==> src/rtl/core/i2c_master_bit_engine_assert.svh <==
// Assertion macros shared by the I2C master bit engine modules.
`ifndef I2C_MASTER_BIT_ENGINE_ASSERT_SVH
`define I2C_MASTER_BIT_ENGINE_ASSERT_SVH

`ifndef SYNTHESIS

// Same-cycle implication, checked outside reset.
`define I2CBE_ASSERT_IMP(label, clk, rst_n, ante, cons) \
  label: assert property (@(posedge clk) disable iff (!rst_n) (ante) |-> (cons)) \
    else $error("%m: assertion failed");

// Next-cycle implication, checked outside reset.
`define I2CBE_ASSERT_NXT(label, clk, rst_n, ante, cons) \
  label: assert property (@(posedge clk) disable iff (!rst_n) (ante) |=> (cons)) \
    else $error("%m: assertion failed");

`else

`define I2CBE_ASSERT_IMP(label, clk, rst_n, ante, cons)
`define I2CBE_ASSERT_NXT(label, clk, rst_n, ante, cons)

`endif

`endif

==> src/rtl/core/i2cbe_pkg.sv <==
// Types, codes and step decode for the I2C master bit engine.
package i2cbe_pkg;

  localparam int unsigned TickW      = 16;
  localparam logic [TickW-1:0] StepTicksRst = 16'd500;
  localparam int unsigned StepIdxW   = 5;
  localparam logic [StepIdxW-1:0] TxLastIdx = 5'd23;
  localparam logic [StepIdxW-1:0] RxLastIdx = 5'd24;

  // Command kinds carried on the input tuser
  typedef enum logic [2:0] {
    KIND_START   = 3'd0,
    KIND_STOP    = 3'd1,
    KIND_TX_BYTE = 3'd2,
    KIND_RX_BYTE = 3'd3,
    KIND_TX_ACK  = 3'd4,
    KIND_RX_ACK  = 3'd5
  } kind_e;

  // Pin step action carried on the output tuser
  typedef enum logic [1:0] {
    ACT_SCL    = 2'd0,
    ACT_SDA    = 2'd1,
    ACT_SAMPLE = 2'd2
  } action_e;

  // Bit phase inside one clocked data bit
  typedef enum logic [1:0] {
    PH_A = 2'd0,
    PH_B = 2'd1,
    PH_C = 2'd2
  } phase_e;

  typedef enum logic {
    ST_IDLE = 1'b0,
    ST_RUN  = 1'b1
  } state_e;

  typedef struct packed {
    action_e action;
    logic    level;
    logic    last;
  } step_t;

  // Controller to datapath
  typedef struct packed {
    logic start;  // latch a new command
    logic load;   // emit the current step into the output register
  } cmd_t;

  // Datapath to controller
  typedef struct packed {
    logic tick_done;
    logic out_busy;
    logic step_last;
  } sts_t;

  // One pin step from the command kind and its position
  function automatic step_t step_decode(
    input logic [2:0]          kind,
    input logic [StepIdxW-1:0] idx,
    input phase_e              phase,
    input logic                tx_msb,
    input logic                smp_msb,
    input logic                ack
  );
    step_t s;
    s = '{action: ACT_SCL, level: 1'b0, last: 1'b0};
    case (kind)
      KIND_START: begin
        case (idx)
          5'd0:    s = '{action: ACT_SDA, level: 1'b1, last: 1'b0};
          5'd1:    s = '{action: ACT_SCL, level: 1'b1, last: 1'b0};
          5'd2:    s = '{action: ACT_SDA, level: 1'b0, last: 1'b0};
          default: s = '{action: ACT_SCL, level: 1'b0, last: 1'b1};
        endcase
      end
      KIND_STOP: begin
        case (idx)
          5'd0:    s = '{action: ACT_SDA, level: 1'b0, last: 1'b0};
          5'd1:    s = '{action: ACT_SCL, level: 1'b1, last: 1'b0};
          default: s = '{action: ACT_SDA, level: 1'b1, last: 1'b1};
        endcase
      end
      KIND_TX_BYTE: begin
        case (phase)
          PH_A:    s = '{action: ACT_SDA, level: tx_msb, last: 1'b0};
          PH_B:    s = '{action: ACT_SCL, level: 1'b1, last: 1'b0};
          default: s = '{action: ACT_SCL, level: 1'b0, last: (idx == TxLastIdx)};
        endcase
      end
      KIND_RX_BYTE: begin
        if (idx == '0) begin
          s = '{action: ACT_SDA, level: 1'b1, last: 1'b0};
        end else begin
          case (phase)
            PH_A:    s = '{action: ACT_SCL, level: 1'b1, last: 1'b0};
            PH_B:    s = '{action: ACT_SAMPLE, level: smp_msb, last: 1'b0};
            default: s = '{action: ACT_SCL, level: 1'b0, last: (idx == RxLastIdx)};
          endcase
        end
      end
      KIND_TX_ACK: begin
        case (idx)
          5'd0:    s = '{action: ACT_SDA, level: ack, last: 1'b0};
          5'd1:    s = '{action: ACT_SCL, level: 1'b1, last: 1'b0};
          default: s = '{action: ACT_SCL, level: 1'b0, last: 1'b1};
        endcase
      end
      KIND_RX_ACK: begin
        case (idx)
          5'd0:    s = '{action: ACT_SDA, level: 1'b1, last: 1'b0};
          5'd1:    s = '{action: ACT_SCL, level: 1'b1, last: 1'b0};
          5'd2:    s = '{action: ACT_SAMPLE, level: smp_msb, last: 1'b0};
          default: s = '{action: ACT_SCL, level: 1'b0, last: 1'b1};
        endcase
      end
      default: s = '{action: ACT_SCL, level: 1'b0, last: 1'b1};
    endcase
    return s;
  endfunction

endpackage

==> src/rtl/core/i2cbe_ctrl.sv <==
// Command sequencer: accepts commands and paces the pin steps.
`include "i2c_master_bit_engine_assert.svh"

module i2cbe_ctrl (
  input  logic              clk_i,
  input  logic              rst_ni,
  input  logic              s_axis_tvalid,
  output logic              s_axis_tready,
  input  logic [2:0]        s_axis_tuser,    // kind
  input  i2cbe_pkg::sts_t   sts_i,
  output i2cbe_pkg::cmd_t   cmd_o
);

  i2cbe_pkg::state_e state_q, state_d;
  logic              kind_ok;

  // Kinds past receive ack are taken and dropped
  assign kind_ok = s_axis_tuser inside {[i2cbe_pkg::KIND_START : i2cbe_pkg::KIND_RX_ACK]};

  // Next state
  always_comb begin
    state_d = state_q;
    case (state_q)
      i2cbe_pkg::ST_IDLE: begin
        if (s_axis_tvalid && kind_ok) state_d = i2cbe_pkg::ST_RUN;
      end
      i2cbe_pkg::ST_RUN: begin
        if (sts_i.tick_done && !sts_i.out_busy && sts_i.step_last) begin
          state_d = i2cbe_pkg::ST_IDLE;
        end
      end
      default: state_d = i2cbe_pkg::ST_IDLE;
    endcase
  end

  // Outputs
  always_comb begin
    s_axis_tready = 1'b0;
    cmd_o         = '0;
    case (state_q)
      i2cbe_pkg::ST_IDLE: begin
        s_axis_tready = 1'b1;
        cmd_o.start   = s_axis_tvalid && kind_ok;
      end
      i2cbe_pkg::ST_RUN: begin
        cmd_o.load = sts_i.tick_done && !sts_i.out_busy;
      end
      default: ;
    endcase
  end

  always_ff @(posedge clk_i or negedge rst_ni) begin
    if (!rst_ni) begin
      state_q <= i2cbe_pkg::ST_IDLE;
    end else begin
      state_q <= state_d;
    end
  end

  `I2CBE_ASSERT_IMP(a_no_start_busy, clk_i, rst_ni, state_q == i2cbe_pkg::ST_RUN, !cmd_o.start)
  `I2CBE_ASSERT_IMP(a_load_when_free, clk_i, rst_ni, cmd_o.load, !sts_i.out_busy)
  `I2CBE_ASSERT_NXT(a_last_to_idle, clk_i, rst_ni, cmd_o.load && sts_i.step_last,
                    state_q == i2cbe_pkg::ST_IDLE)

endmodule

==> src/rtl/core/i2cbe_datapath.sv <==
// Datapath: command registers, step timer, step decode and output register.
`include "i2c_master_bit_engine_assert.svh"

module i2cbe_datapath (
  input  logic            clk_i,
  input  logic            rst_ni,
  input  logic            cfg_valid_i,
  input  logic [15:0]     cfg_data_i,
  input  logic [23:0]     s_axis_tdata,    // tx_byte, ack_out, sda_samples, pad
  input  logic [2:0]      s_axis_tuser,    // kind
  output logic            m_axis_tvalid,
  input  logic            m_axis_tready,
  output logic [15:0]     m_axis_tdata,    // level, rx_byte, ack_in, pad
  output logic [1:0]      m_axis_tuser,    // action
  output logic            m_axis_tlast,
  input  i2cbe_pkg::cmd_t cmd_i,
  output i2cbe_pkg::sts_t sts_o
);

  localparam int unsigned TW = i2cbe_pkg::TickW;

  logic [TW-1:0]                   step_ticks_q;
  logic [TW-1:0]                   tick_q;
  logic [TW-1:0]                   limit;
  logic [2:0]                      kind_q;
  logic [7:0]                      tx_q;
  logic [7:0]                      smp_q;
  logic                            ack_q;
  logic [7:0]                      shift_q;
  logic [i2cbe_pkg::StepIdxW-1:0]  idx_q;
  i2cbe_pkg::phase_e               phase_q;
  i2cbe_pkg::step_t                step;
  logic                            phase_adv;
  logic                            out_valid_q;
  i2cbe_pkg::action_e              out_act_q;
  logic                            out_level_q;
  logic [7:0]                      out_rx_q;
  logic                            out_ack_q;
  logic                            out_last_q;

  // Step length; zero is taken as one
  assign limit = (step_ticks_q == '0) ? TW'(1) : step_ticks_q;

  always_comb begin
    sts_o.tick_done = ({1'b0, tick_q} + (TW+1)'(1)) >= {1'b0, limit};
    sts_o.out_busy  = out_valid_q && !m_axis_tready;
    sts_o.step_last = step.last;
  end

  assign step = i2cbe_pkg::step_decode(kind_q, idx_q, phase_q, tx_q[7], smp_q[7], ack_q);

  // Bit phase moves for the byte commands, after the leading release on receive
  assign phase_adv = (kind_q == i2cbe_pkg::KIND_TX_BYTE) ||
                     ((kind_q == i2cbe_pkg::KIND_RX_BYTE) && (idx_q != '0));

  // Step length register
  always_ff @(posedge clk_i or negedge rst_ni) begin
    if (!rst_ni) begin
      step_ticks_q <= i2cbe_pkg::StepTicksRst;
    end else if (cfg_valid_i) begin
      step_ticks_q <= cfg_data_i;
    end
  end

  // Step timer, position and receive shifter
  always_ff @(posedge clk_i or negedge rst_ni) begin
    if (!rst_ni) begin
      tick_q  <= '0;
      idx_q   <= '0;
      phase_q <= i2cbe_pkg::PH_A;
      shift_q <= '0;
    end else if (cmd_i.start) begin
      tick_q  <= '0;
      idx_q   <= '0;
      phase_q <= i2cbe_pkg::PH_A;
      shift_q <= '0;
    end else if (cmd_i.load) begin
      tick_q <= '0;
      idx_q  <= step.last ? '0 : idx_q + 1'b1;
      if (phase_adv) begin
        phase_q <= (phase_q == i2cbe_pkg::PH_C) ? i2cbe_pkg::PH_A
                                                : i2cbe_pkg::phase_e'(phase_q + 2'd1);
      end
      if ((kind_q == i2cbe_pkg::KIND_RX_BYTE) && (step.action == i2cbe_pkg::ACT_SAMPLE)) begin
        shift_q <= {shift_q[6:0], smp_q[7]};
      end
    end else if (!sts_o.tick_done) begin
      tick_q <= tick_q + 1'b1;
    end
  end

  // Command payload, shifted MSB first as bits go out or come in
  always_ff @(posedge clk_i) begin
    if (cmd_i.start) begin
      kind_q <= s_axis_tuser;
      tx_q   <= s_axis_tdata[7:0];
      ack_q  <= s_axis_tdata[8];
      smp_q  <= s_axis_tdata[16:9];
    end else if (cmd_i.load) begin
      if ((kind_q == i2cbe_pkg::KIND_TX_BYTE) && (phase_q == i2cbe_pkg::PH_C)) begin
        tx_q <= {tx_q[6:0], 1'b0};
      end
      if ((kind_q == i2cbe_pkg::KIND_RX_BYTE) && (step.action == i2cbe_pkg::ACT_SAMPLE)) begin
        smp_q <= {smp_q[6:0], 1'b0};
      end
    end
  end

  // Output register valid
  always_ff @(posedge clk_i or negedge rst_ni) begin
    if (!rst_ni) begin
      out_valid_q <= 1'b0;
    end else if (cmd_i.load) begin
      out_valid_q <= 1'b1;
    end else if (m_axis_tready) begin
      out_valid_q <= 1'b0;
    end
  end

  // Output register payload
  always_ff @(posedge clk_i) begin
    if (cmd_i.load) begin
      out_act_q   <= step.action;
      out_level_q <= step.level;
      out_last_q  <= step.last;
      out_rx_q    <= (step.last && (kind_q == i2cbe_pkg::KIND_RX_BYTE)) ? shift_q : 8'h00;
      out_ack_q   <= step.last && (kind_q == i2cbe_pkg::KIND_RX_ACK) && smp_q[7];
    end
  end

  assign m_axis_tvalid = out_valid_q;
  assign m_axis_tuser  = out_act_q;
  assign m_axis_tlast  = out_last_q;
  assign m_axis_tdata  = {6'b0, out_ack_q, out_rx_q, out_level_q};

  `I2CBE_ASSERT_IMP(a_idx_range, clk_i, rst_ni, 1'b1, idx_q <= i2cbe_pkg::RxLastIdx)
  `I2CBE_ASSERT_IMP(a_phase_range, clk_i, rst_ni, 1'b1, phase_q != 2'd3)
  `I2CBE_ASSERT_NXT(a_load_shows, clk_i, rst_ni, cmd_i.load, out_valid_q)

endmodule

==> src/rtl/core/i2c_master_bit_engine.sv <==
// I2C master bit engine top level: command in, pin steps out.
//
//  Channel   Dir  Handshake                    Payload
//  s_axis    in   s_axis_tvalid/s_axis_tready  tuser kind; tdata tx_byte, ack_out, sda_samples
//  m_axis    out  m_axis_tvalid/m_axis_tready  tuser action; tdata level, rx_byte, ack_in; tlast
//  cfg       in   cfg_valid_i/cfg_ready_o      cfg_data_i step_ticks
//
// Each pin step is paced by the step timer against step_ticks (zero taken as one) before
// its beat is loaded; a command has 3 to 25 steps.
// One command runs at a time; the next is taken in the idle cycle after the last load.
// A stalled output beat freezes the timer at step end until the beat is taken.
// Reset leaves step_ticks at 500 and the engine idle; kinds 6 and 7 are dropped.
module i2c_master_bit_engine (
  input  logic        clk_i,
  input  logic        rst_ni,
  input  logic        cfg_valid_i,
  output logic        cfg_ready_o,
  input  logic [15:0] cfg_data_i,     // step_ticks
  input  logic        s_axis_tvalid,
  output logic        s_axis_tready,
  input  logic [23:0] s_axis_tdata,   // [7:0] tx_byte, [8] ack_out, [16:9] sda_samples
  input  logic [2:0]  s_axis_tuser,   // [2:0] kind
  output logic        m_axis_tvalid,
  input  logic        m_axis_tready,
  output logic [15:0] m_axis_tdata,   // [0] level, [8:1] rx_byte, [9] ack_in
  output logic [1:0]  m_axis_tuser,   // [1:0] action
  output logic        m_axis_tlast
);

  i2cbe_pkg::cmd_t cmd;
  i2cbe_pkg::sts_t sts;

  assign cfg_ready_o = 1'b1;

  i2cbe_ctrl u_ctrl (
    .clk_i         (clk_i),
    .rst_ni        (rst_ni),
    .s_axis_tvalid (s_axis_tvalid),
    .s_axis_tready (s_axis_tready),
    .s_axis_tuser  (s_axis_tuser),
    .sts_i         (sts),
    .cmd_o         (cmd)
  );

  i2cbe_datapath u_dp (
    .clk_i         (clk_i),
    .rst_ni        (rst_ni),
    .cfg_valid_i   (cfg_valid_i),
    .cfg_data_i    (cfg_data_i),
    .s_axis_tdata  (s_axis_tdata),
    .s_axis_tuser  (s_axis_tuser),
    .m_axis_tvalid (m_axis_tvalid),
    .m_axis_tready (m_axis_tready),
    .m_axis_tdata  (m_axis_tdata),
    .m_axis_tuser  (m_axis_tuser),
    .m_axis_tlast  (m_axis_tlast),
    .cmd_i         (cmd),
    .sts_o         (sts)
  );

endmodule
==> config.mk <==
export PLATFORM = sky130hd
export DESIGN_NAME = i2c_master_bit_engine
export DESIGN_NICKNAME = d
export VERILOG_FILES = /design/src/rtl/core/i2cbe_pkg.sv /design/src/rtl/core/i2cbe_ctrl.sv /design/src/rtl/core/i2cbe_datapath.sv /design/src/rtl/core/i2c_master_bit_engine.sv
export VERILOG_INCLUDE_DIRS = /design/src /design/src/rtl/core
export SDC_FILE = /design/constraint.sdc
export NUM_CORES = 1
export LEC_CHECK = 0
export ABC_AREA = 1
export BUFFER_PORTS_ARGS = -buffer_cell sky130_fd_sc_hd__buf_2
export CAP_MARGIN = 25
export CORE_ASPECT_RATIO = 2
export CORE_UTILIZATION = 62
export DETAILED_ROUTE_END_ITERATION = 8
export GPL_ROUTABILITY_DRIVEN = 0
export GPL_TIMING_DRIVEN = 0
export HOLD_SLACK_MARGIN = 0.06
export PLACE_DENSITY_LB_ADDON = 0.08
export SYNTH_ARGS = -nofsm -noshare
export SYNTH_HDL_FRONTEND = slang
export SYNTH_SLANG_ARGS = --single-unit
export TNS_END_PERCENT = 20
==> constraint.sdc <==
create_clock -name clk_i -period 4.9 [get_ports clk_i]
set_input_delay 0.245 -clock clk_i [delete_from_list [all_inputs] [get_ports clk_i]]
set_output_delay 0.245 -clock clk_i [all_outputs]
set_load 0.05 [all_outputs]
==> results of run 1 <==
[power groups by stage]
stage / registers, mW / clock network, mW / logic [mW]
6_report: 0.966 / 0.685 / 0.951
2_1_floorplan: 1.02 / 0 / 0.658
4_1_cts: 0.965 / 0.692 / 0.946
3_5_place_dp: 0.975 / 0 / 0.938
5_1_grt: 0.980 / 0.723 / 1.05
3_3_place_gp: 0.970 / 0 / 0.892
[layer usage]
layer / vias to the layer above / routed length, µm
met2: 110 / 5750
met3: 42 / 271
met4: 0 / 577
li1: 1867 / -
met5: - / 0
met1: 1768 / 3570
[flip-flops by register name, summed over array words and instances (netlist names), 2 cells and up]
signal             cells
u_dp.idx_q             5
u_dp.kind_q            3
u_dp.out_rx_q          8
u_dp.shift_q           8
u_dp.m_axis_tuser      2
u_dp.tx_q              8
u_dp.step_ticks_q     16
u_dp.phase_q           2
u_dp.smp_q             8
u_dp.tick_q           16
[path summary, 6_finish.rpt]
kind | startpoint | to | slack [ns] | depth (start not counted)
max | u_dp.tick_q[0] | u_dp.tx_q[7] | 1.08 | 16
min reg2reg | u_dp.shift_q[4] | u_dp.shift_q[4] | 0.52 | 2
max in group asynchronous | rst_ni | u_dp.phase_q[0] | 3.93 | 3
min in group asynchronous | rst_ni | u_dp.shift_q[5] | 0.43 | 2
max reg2reg | u_dp.tick_q[0] | u_dp.tx_q[7] | 1.08 | 16
min | s_axis_tuser[0] | u_dp.kind_q[0] | 0.08 | 1
[cell usage after synthesis, types with 3 or more instances]
cell type,number
nand2_1,132
inv_1,65
ha_1,21
dfstp_2,6
a21oi_2,12
edfxtp_1,33
buf_2,3
dfrtp_1,43
buf_4,9
xor2_1,12
nor3_1,8
xnor2_1,3
clkbuf_1,9
nor2_1,39
nand3_1,26
o21ai_2,3
nand2_2,3
a21oi_1,11
nand3b_1,3
o21ai_0,36
nand4_1,24
[cell usage in the layout, fill, tap and decap left out, types with 2 or more instances in the layout]
cell,n
a21oi_1,11
a21oi_2,12
buf_2,59
buf_4,9
buf_6,2
clkbuf_1,9
clkbuf_16,9
conb_1,7
dfrtp_1,43
dfstp_2,6
edfxtp_1,33
ha_1,21
inv_1,65
inv_6,3
nand2_1,132
nand2_2,3
nand2_4,2
nand3_1,26
nand3_4,2
nand3b_1,3
nand4_1,24
nor2_1,39
nor2_2,2
nor3_1,8
o21ai_0,36
o21ai_1,2
o21ai_2,3
or2_0,2
xnor2_1,3
xor2_1,12
[cells by family (layout without fill, tap and decap cells)]
family / Yosys count / count (layout)
buffers and inverters: 90 / 164
and+or+nand+nor: 247 / 247
DFF: 82 / 82
other: 2 / 7
AOI/OAI and AO/OA: 69 / 69
xor gates and xnor gates: 15 / 15
adders and majority gates: 21 / 21
[worst reg2reg max path, cell delays in order (launching register included)]
cell and delay (ns):
dfrtp_1 0.43, ha_1 0.24, nand2_2 0.11, nor3_1 0.47, nand3_1 0.17, xor2_1 0.22
inv_1 0.07, ha_1 0.34, nand2_1 0.07, nor2_1 0.08, nand2_1 0.07, o21ai_1 0.17
nand2_1 0.14, nand3_4 0.18, nand2_4 0.12, o21ai_0 0.38, buf_2 0.28
[stage by stage]
stage / power, mW / area, µm²
finish: 2.60 / 5310
global placement: 1.86 / 4980
detailed placement: 1.91 / 5000
global route: 2.76 / 5310
CTS: 2.60 / 5310
floorplan: 1.68 / 4590
[cell type report]
class,count,area [µm²]
well taps,92,115
clock inverters,7,75.1
fillers,558,1900
plain buffers,24,154
multi-input cells,359,1960
repair buffers,58,310
clock buffers,9,225
inverters,66,248
flip-flops and latches,82,2220
==> metrics, run 1 <==
# DRC=0; post-detail-place hpwl=7.78 mm; first-pass GRT wire length=between 15 and 20 mm; Logic pwr share=approximately 37%; postcts setup bufs=0; Yosys top cell area share=23.5%; switch share=39.2%; mux contribution to synthesized area=0%; Startpoint Class=register; compound-cell area share of the yosys netlist=a little over 9%; Worst path most repeated cell=nand2_1; met1 Track Usage GR=27.1%; met2 Use GR=a little under three fifths; Die Width=62.7 µm; num rows=44; Buf/Inv on CP=2; Setup Viol. Count Final=0; post-synth cell types=39; cell count after synthesis=526; die area=0.00774 mm²; drt pass-1 iters=4; GRT Resource Usage Total=29.0%; Core Region=0.00721 mm²; NetSw=1.02 mW; initial antenna violation count=0; met3 usage=3.60%; Post-synth top flop=dfrtp_1; worst-path fanout max=7; hold_buf cts=1; crit-path max cell delay=0.47 ns; total length of routed wires=10.2 mm; largest net degree at the start of global routing=26; post-synthesis xor/xnor area fraction=about 2.9%; initial drt markers=around 180; Reg power frac=37.1%; IO Port Bufs=55; data arrival time of the critical path=3.87 ns; final critical-path required period=3.82 ns; period utilization=approximately four fifths; diode count=0; max_cap viols=0; Final Hold Viols=0; HP Class=input port to register; vias in the first global route=3780; # IOs=70; Via density=approximately 5.4; TritonCTS clock tree=done; largest family of logic cells by synthesized area=simple AND/OR/NAND/NOR gates; chip height=123 µm; FF+latch count, synth=82; Yosys top cell by area=dfrtp_1; nets=669; Post-synth EDFFs=33; setup ws final=roughly 1.1 ns; Area growth syn-to-layout=16.3%; # clock sinks=82; adder-cell share of the synthesized area=5.75%; Post-Syn Area=0.00457 mm²; CP cell instances=ha_1 -> nand2_2 -> nor3_1 -> nand3_1 -> xor2_1 -> inv_1 -> ha_1 -> nand2_1 -> nor2_1 -> nand2_1 -> o21ai_1 -> nand2_1 -> nand3_4 -> nand2_4 -> o21ai_0 -> buf_2; CTS resizes=0; asr flop ratio synth=59.8%; GRT Residual Overflow=0; layout cell share with drive strength beyond 1=20.3%; max_slew headroom=62.3%; CTS Root Cell=clkbuf_16; register area share after synthesis=about half; Syn Area/Cell=8.69 µm²; delay-heaviest family, CP=simple AND/OR/NAND/NOR gates; Num CTS Buffers=9; Vias=around 3.8k; Starting Density=roughly 63%; RSZ-0062 raised after global routing=no; measured slew at the worst slew-check pin=0.566 ns; max-slew violations=0; simple-gate share of the synthesized area=24.5%; Cell Pwr Density=490 mW/mm²; Synth area leaders=dfrtp_1, edfxtp_1, nand2_1; setup_tns=0 ns; data required time of the worst path=4.94 ns; Clock Power Share=26.3%; critical path class=register to register; Peak Freq=roughly 260 MHz; YS warnings=0; WL/cell=14.6 µm; Worst-path clk slew=0.06 ns; htree depth=3; Max IR drop VDD=just under 0.0004 V; antenna-violating nets left=0; Int Pwr=1.58 mW; Hold Slack=between 0.07 and 0.08 ns; busiest layer in global routing=met2; Clock Path Buffers=2; outcome=completed; non-filler cells in the finished layout=around 700; final core occ=between 70% and 80%; pre-CTS setup slack=0.789 ns; Setup Skew=0.00630 ns; placed cells=679; leakage=2.52 nW; latest clock arrival within the worst-skew pair=0.35 ns; Critical Path Sink Type=register; Crit-path slowest cell=nor3_1
No activity file was read; power rests on OpenSTA's default activity.
==> run 2: changes to the inputs <==
- ABC_AREA: 1 -> 0
- CORE_UTILIZATION: 62 -> 57
- clock period: 4.9 -> 3.8 ns (I/O delays scaled with it)
==> run 2 against run 1 <==
Compared with the run above:
- synthesized area fell by 1.6%
- largest cell class unchanged
- clock power rose by 24%
- via count rose by 1.2%
- global-route usage fell by 0.40 points
- design area rose by 2.2%
- hold slack got worse by 0.018 ns
- synthesized cell count fell by 9.1%
- setup slack got worse by 0.96 ns
- count of clock-buffer cells in the layout rose by 2
- power rose by 18%
- combinational power rose by 8%
==> metrics, run 2 <==
outcome=completed; Final Hold Viols=0 (unchanged); die area=0.00827 mm² (+6.8%); most frequent cell after synthesis=nand2_1; reg2reg setup slack=0.12 ns (-0.96 ns); Critical Path Sink Type=register; Setup Skew=0.00515 ns (-0.00114 ns); Peak Freq=272 MHz (+3.9%); leakage=2.42 nW (-4.2%); WL/cell=16.1 µm (+11%); Post-synth top flop=dfrtp_1; setup ws final=0.120 ns (-0.956 ns); GRT Residual Overflow=0 (unchanged); Via density=5.75 (+5.9%); worst-path fanout max=7 (unchanged); Setup Viol. Count Final=0 (unchanged); largest net degree at the start of global routing=30 (+15%); fill count=597 (+7.0%); top cells by count, synth=nand2_1, dfrtp_1, o21ai_0; Post-Syn Area=0.00449 mm² (-1.6%); first-pass GRT wire length=17.6 mm (+4.5%); crit-path max cell delay=0.41 ns (-0.06 ns); HP Start=cfg_data_i[12]; total length of routed wires=10.8 mm (+5.8%); CP cell instances=ha_1 -> and3_4 -> and3_4 -> nand3_4 -> nor3_2 -> xnor2_1 -> ha_1 -> nand3_1 -> nor3_4 -> nand3_1 -> o2111a_1 -> nand2_4 -> nand2_2 -> o41ai_4 -> buf_6; Post-synth EDFFs=33 (unchanged); diode count=0 (unchanged); Vias=3832 (+1.2%); adder-cell share of the synthesized area=5.85% (+0.096 points); IO Port Bufs=55 (unchanged); # DRC=0 (unchanged); Die Width=64.8 µm (+3.3%); YS warnings=0 (unchanged); data required time of the worst path=3.85 ns (-1.09 ns); largest family of logic cells by synthesized area=simple AND/OR/NAND/NOR gates; Worst R2R End=u_dp.tx_q[3]; Crit-path slowest cell=dfrtp_1; data arrival time of the critical path=3.74 ns (-0.13 ns); measured slew at the worst slew-check pin=0.696 ns (+0.131 ns); final critical-path required period=3.68 ns (-0.144 ns); commonest non-fill, non-tap cell in the layout=nand2_1; HP Class=input port to register; post-synth cell types=52 (+33%); biggest regs=u_dp.step_ticks_q x16, u_dp.tick_q x16; GRT Resource Usage Total=28.6% (-0.40 points); Synth area leaders=dfrtp_1, edfxtp_1, nand2_1; pre-CTS setup slack=-0.566 ns (-1.36 ns); most frequent cells in the layout=nand2_1, buf_2, dfrtp_1, o21ai_0, edfxtp_1; reg-to-reg startpoint=u_dp.tick_q[0]; compound-cell area share of the yosys netlist=12.3% (+3.1 points); Core Region=0.00760 mm² (+5.4%); hold worst-path end=u_dp.step_ticks_q[12]; delay-heaviest family, CP=simple AND/OR/NAND/NOR gates; Clock Path Buffers=2 (unchanged); period utilization=96.9% (+19 points); max_slew headroom=53.6% (-8.7 points); layout cell share with drive strength beyond 1=20.3% (-0.051 points); Num CTS Buffers=9 (unchanged); Pwr Total=3.08 mW (+18%); Area growth syn-to-layout=20.9%; FF-to-FF path depth=15 (-1); critical path class=register to register; Buf/Inv on CP=1 (-1); Starting Density=59.1% (-4.2 points); Syn Area/Cell=9.40 µm² (+8.2%); Max IR drop VDD=0.000395 V (+2.8%); num rows=45 (+2.3%); max-slew violations=0 (unchanged); chip height=128 µm (+3.4%); TritonCTS clock tree=done; worst hold path depth=3 (+2); Yosys top cell by area=dfrtp_1; initial antenna violation count=0 (unchanged); htree depth=3 (unchanged); latest clock arrival within the worst-skew pair=0.34 ns (about the same); Yosys top cell area share=23.9% (+0.39 points); initial drt markers=301 (+64%); asr flop ratio synth=59.8% (unchanged); # IOs=70 (unchanged); max_cap viols=0 (unchanged); Cell Pwr Density=567 mW/mm² (+16%); Worst-path clk slew=0.06 ns (about the same); # clock sinks=82 (unchanged); FF+latch count, synth=82 (unchanged); post-detail-place hpwl=7.85 mm (+0.98%); Startpoint Class=register; vias in the first global route=3901 (+3.2%); register area share after synthesis=49.5% (+0.81 points); cell count after synthesis=478 (-9.1%); drt pass-1 iters=5 (+1); CTS Root Cell=clkbuf_16; post-synthesis xor/xnor area fraction=2.14% (-0.73 points); mux contribution to synthesized area=2.03% (+2.0 points); nets=636 (-4.9%); antenna-violating nets left=0 (unchanged); simple-gate share of the synthesized area=21.8% (-2.8 points)
-- run 2: changes by cell type after synthesis, moves of 6 or more --
cell	change
nand2b_1	+6
xor2_1	-9
a21oi_2	-12
nand2_1	-26
nand4_1	-19
a211oi_1	+6
and3_1	+6
nor2_1	-24
inv_1	-32
mux2i_1	+8
nor3_1	+10
-- run 2: where the power goes --
group / switching [mW] / internal, mW
Sequential: 0.114 / 1.08
Clock: 0.343 / 0.507
Combinational: 0.667 / 0.367
-- run 2: kinds of logic after synthesis --
group / count (synthesis)
and+or+nand+nor: 203
xor gates and xnor gates: 11
AOI/OAI and AO/OA: 89
buffers and inverters: 61
other: 2
adders and majority gates: 21
DFF: 82
muxes: 9
-- run 2: worst min-delay path, cell delays in order --
cell	delay, ns
buf_2	0.07
nand2_1	0.04
o21ai_0	0.06
-- run 2: layout make-up --
type | count | area, µm² | area share [%]
plain buffers | 28 | 156 | 2.88
clock buffers | 11 | 233 | 4.28
clock inverters | 5 | 55.1 | 1.01
inverters | 33 | 128 | 2.35
multi-input cells | 340 | 2060 | 38.0
flip-flops and latches | 82 | 2220 | 41.0
well taps | 94 | 118 | 2.17
repair buffers | 73 | 454 | 8.36
-- run 2: repair_timing --
| item | in CTS | in global routing |
|---|---|---|
| setup buffers | 2 | 2 |
| hold buffers | 12 | 0 |
| gates resized for setup | 6 | 5 |
| endpoints found under the setup margin | 32 | 39 |
| pin swaps | 1 | 0 |
| endpoints found under the hold margin | 25 | 0 |
-- run 2: worst max path at each step --
stage / depth (start not counted) / start / endpoint / slack, ns
global placement: 13 / u_dp.tick_q[0] / u_dp.tx_q[5] / -1.01
detailed placement: 14 / u_dp.tick_q[0] / u_dp.tx_q[0] / -0.57
global route: 14 / u_dp.tick_q[2] / u_dp.tx_q[1] / -0.002
CTS: 15 / u_dp.tick_q[0] / u_dp.tx_q[1] / 0.07
finish: 15 / u_dp.tick_q[0] / u_dp.tx_q[3] / 0.12
floorplan: 14 / u_dp.tick_q[0] / u_dp.tx_q[0] / 0.05
-- run 2: layer usage --
metal	wire length [µm]	vias up	track usage, %	share of wire (%)
met3	443	45	6.07	4.1
met1	3680	1806	26.3	34
met2	6060	143	54.6	56
met4	569	0	16.9	5.3
met5	0	-	0	0
li1	-	1838	-	-
-- run 2: through the flow --
step | hold slack (ns) | area, µm² | utilization (%) | std cells | setup TNS (ns)
5_1_grt | 0.0714 | 5430 | 71.5 | 666 | -0.00726
4_1_cts | 0.0600 | 5390 | 70.9 | 664 | 0
2_1_floorplan | -0.106 | 4510 | - | 483 | 0
3_3_place_gp | 0.380 | 4910 | 64.5 | 632 | -15.44
3_5_place_dp | 0.184 | 4940 | 65.0 | 634 | -9.95
6_report | 0.0589 | 5430 | 71.5 | 666 | 0
==> run 3: changes to the inputs <==
- SETUP_SLACK_MARGIN: default -> 0.4
==> run 3 against run 2 <==
Compared with the run above:
- setup slack gained 0.36 ns
- maximum frequency increased by 11%
- power is 3.8% higher
==> metrics, run 3 (synthesis gave the netlist of run 2 again) <==
outcome=completed; period utilization=87.3% (-9.6 points); max_cap viols=0 (unchanged); hold worst-path end=u_dp.step_ticks_q[10]; RSZ-0062 raised after global routing=no; Num CTS Buffers=9 (unchanged); FF-to-FF path depth=15 (unchanged); Logic pwr share=35.0% (+1.4 points); Int Pwr=2.01 mW (+2.8%); Worst-path clk slew=0.06 ns (about the same); Vias=3883 (+1.3%); setup ws final=0.484 ns (+0.364 ns); drt pass-1 iters=6 (+1); first-pass GRT wire length=17.8 mm (+1.1%); worst-path fanout max=10 (+3); chip height=128 µm (unchanged); Setup Viol. Count Final=0 (unchanged); Core Region=0.00760 mm² (unchanged); most frequent cells in the layout=nand2_1, buf_2, dfrtp_1, o21ai_0, edfxtp_1; multi-input combinational cell area=0.00212 mm² (+2.8%); TritonCTS clock tree=done; critical path class=register to register; delay-heaviest family, CP=simple AND/OR/NAND/NOR gates; HP Class=input port to register; latest clock arrival within the worst-skew pair=0.35 ns (about the same); Worst R2R End=u_dp.idx_q[1]; biggest regs=u_dp.step_ticks_q x16, u_dp.tick_q x16; leakage=2.52 nW (+4.5%); HP Start=cfg_data_i[10]; measured slew at the worst slew-check pin=0.814 ns (+0.118 ns); CTS Root Cell=clkbuf_16; reg-to-reg startpoint=u_dp.tick_q[0]; commonest non-fill, non-tap cell in the layout=nand2_1; Critical Path Sink Type=register; Startpoint Class=register; WL/cell=16.4 µm (+1.7%); Max IR drop VDD=0.000378 V (-4.2%); Final Hold Viols=0 (unchanged); data arrival time of the critical path=3.57 ns (-0.17 ns); Setup Skew=0.00536 ns (+0.000213 ns); Area growth syn-to-layout=25.8%; reg2reg setup slack=0.48 ns (+0.36 ns); diode count=0 (unchanged); GRT Residual Overflow=0 (unchanged); final core occ=74.4% (+2.9 points); Cell Pwr Density=565 mW/mm² (-0.28%); nets=650 (+2.2%); crit-path max cell delay=0.46 ns (+0.05 ns); Via density=5.71 (-0.76%); layout cell share with drive strength beyond 1=23.0% (+2.8 points); post-detail-place hpwl=7.78 mm (-0.86%); IO Port Bufs=55 (unchanged); # IOs=70 (unchanged); CP cell instances=ha_4 -> and3_4 -> and3_4 -> nand3_4 -> nor3_4 -> xnor2_2 -> ha_1 -> nand3_2 -> nor3_4 -> nand3_1 -> o2111a_2 -> and2_4 -> buf_6 -> or4_1 -> o31ai_1; worst hold path depth=3 (unchanged); Starting Density=59.1% (unchanged); Peak Freq=302 MHz (+11%); Pwr Total=3.19 mW (+3.8%); data required time of the worst path=4.05 ns (+0.20 ns); Buf/Inv on CP=1 (unchanged); # clock sinks=82 (unchanged); Die Width=64.8 µm (unchanged); # DRC=0 (unchanged); Reg power frac=37.6% (-1.2 points); pre-CTS setup slack=-0.429 ns (+0.137 ns); Crit-path slowest cell=or4_1; Clock Power Share=27.4% (-0.2 points); final critical-path required period=3.32 ns (-0.364 ns); initial drt markers=380 (+26%); antenna-violating nets left=0 (unchanged); num rows=45 (unchanged); htree depth=3 (unchanged); GRT Resource Usage Total=28.7% (+0.12 points); switch share=37.1% (+0.60 points); initial antenna violation count=0 (unchanged); max-slew violations=0 (unchanged); Hold Slack=0.0645 ns (+0.00558 ns); max_slew headroom=45.7% (-7.9 points); die area=0.00827 mm² (unchanged); vias in the first global route=3928 (+0.69%); Clock Path Buffers=2 (unchanged); Reg area=0.00222 mm² (unchanged); total length of routed wires=11.2 mm (+3.9%); fill count=579 (-3.0%); largest net degree at the start of global routing=36 (+20%); NetSw=1.19 mW (+5.5%)
run 3: power groups by stage:
stage	Clock, mW	Sequential [mW]	Combinational, mW
floorplan	0	1.27	0.642
global placement	0	1.20	0.940
detailed placement	0	1.21	0.975
CTS	0.882	1.19	1.04
global route	0.913	1.21	1.23
finish	0.876	1.20	1.12
run 3: how the worst max path moves through the flow:
stage | startpoint | end | slack [ns] | cells past startpoint
floorplan | u_dp.tick_q[0] | u_dp.smp_q[0] | 0.36 | 14
global placement | u_dp.tick_q[0] | u_dp.smp_q[4] | -0.55 | 13
global route | u_dp.tick_q[0] | u_dp.idx_q[1] | 0.38 | 15
CTS | u_dp.tick_q[0] | u_dp.tx_q[5] | 0.30 | 15
detailed placement | u_dp.tick_q[0] | u_dp.tx_q[6] | -0.43 | 13
finish | u_dp.tick_q[0] | u_dp.idx_q[1] | 0.48 | 15
run 3: metrics by stage:
step | area (µm²) | TNS (ns) | std cells
after detailed placement | 4940 | -5.77 | 634
after global routing | 5650 | 0 | 680
after CTS | 5500 | 0 | 672
final | 5650 | 0 | 680
after global placement | 4910 | -9.07 | 632
after floorplan | 4520 | 0 | 483
run 3: cell type report:
class | count | share of cell area, %
flip-flops and latches | 82 | 39.4
multi-input cells | 340 | 37.5
repair buffers | 87 | 10.6
clock buffers | 9 | 3.98
plain buffers | 28 | 2.94
inverters | 33 | 2.26
well taps | 94 | 2.08
clock inverters | 7 | 1.22
run 3: timing repair:
| item | 4_1_cts | 5_1_grt |
|---|---|---|
| hold buffers | 18 | 0 |
| endpoints found under the hold margin | 30 | 0 |
| endpoints found under the setup margin | 61 | 58 |
| pin swaps | 2 | 11 |
| setup buffers | 4 | 8 |
| gates resized for setup | 11 | 22 |
run 3: metal layers:
layer | wire (µm) | up-vias | GRT usage, % | part of all wire [%]
met5 | 0 | - | 0 | 0
met4 | 463 | 0 | 16.5 | 4.1
met3 | 502 | 34 | 6.25 | 4.5
met2 | 6390 | 145 | 54.1 | 57
met1 | 3810 | 1839 | 27.3 | 34
li1 | - | 1865 | - | -
run 3: worst register-to-register path, cell delays in order (launching register included):
cell      delay [ns]
dfrtp_1         0.43
ha_4            0.16
and3_4          0.20
and3_4          0.21
nand3_4         0.11
nor3_4          0.21
xnor2_2         0.10
ha_1            0.32
nand3_2         0.12
nor3_4          0.24
nand3_1         0.12
o2111a_2        0.17
and2_4          0.16
buf_6           0.14
or4_1           0.46
o31ai_1         0.08
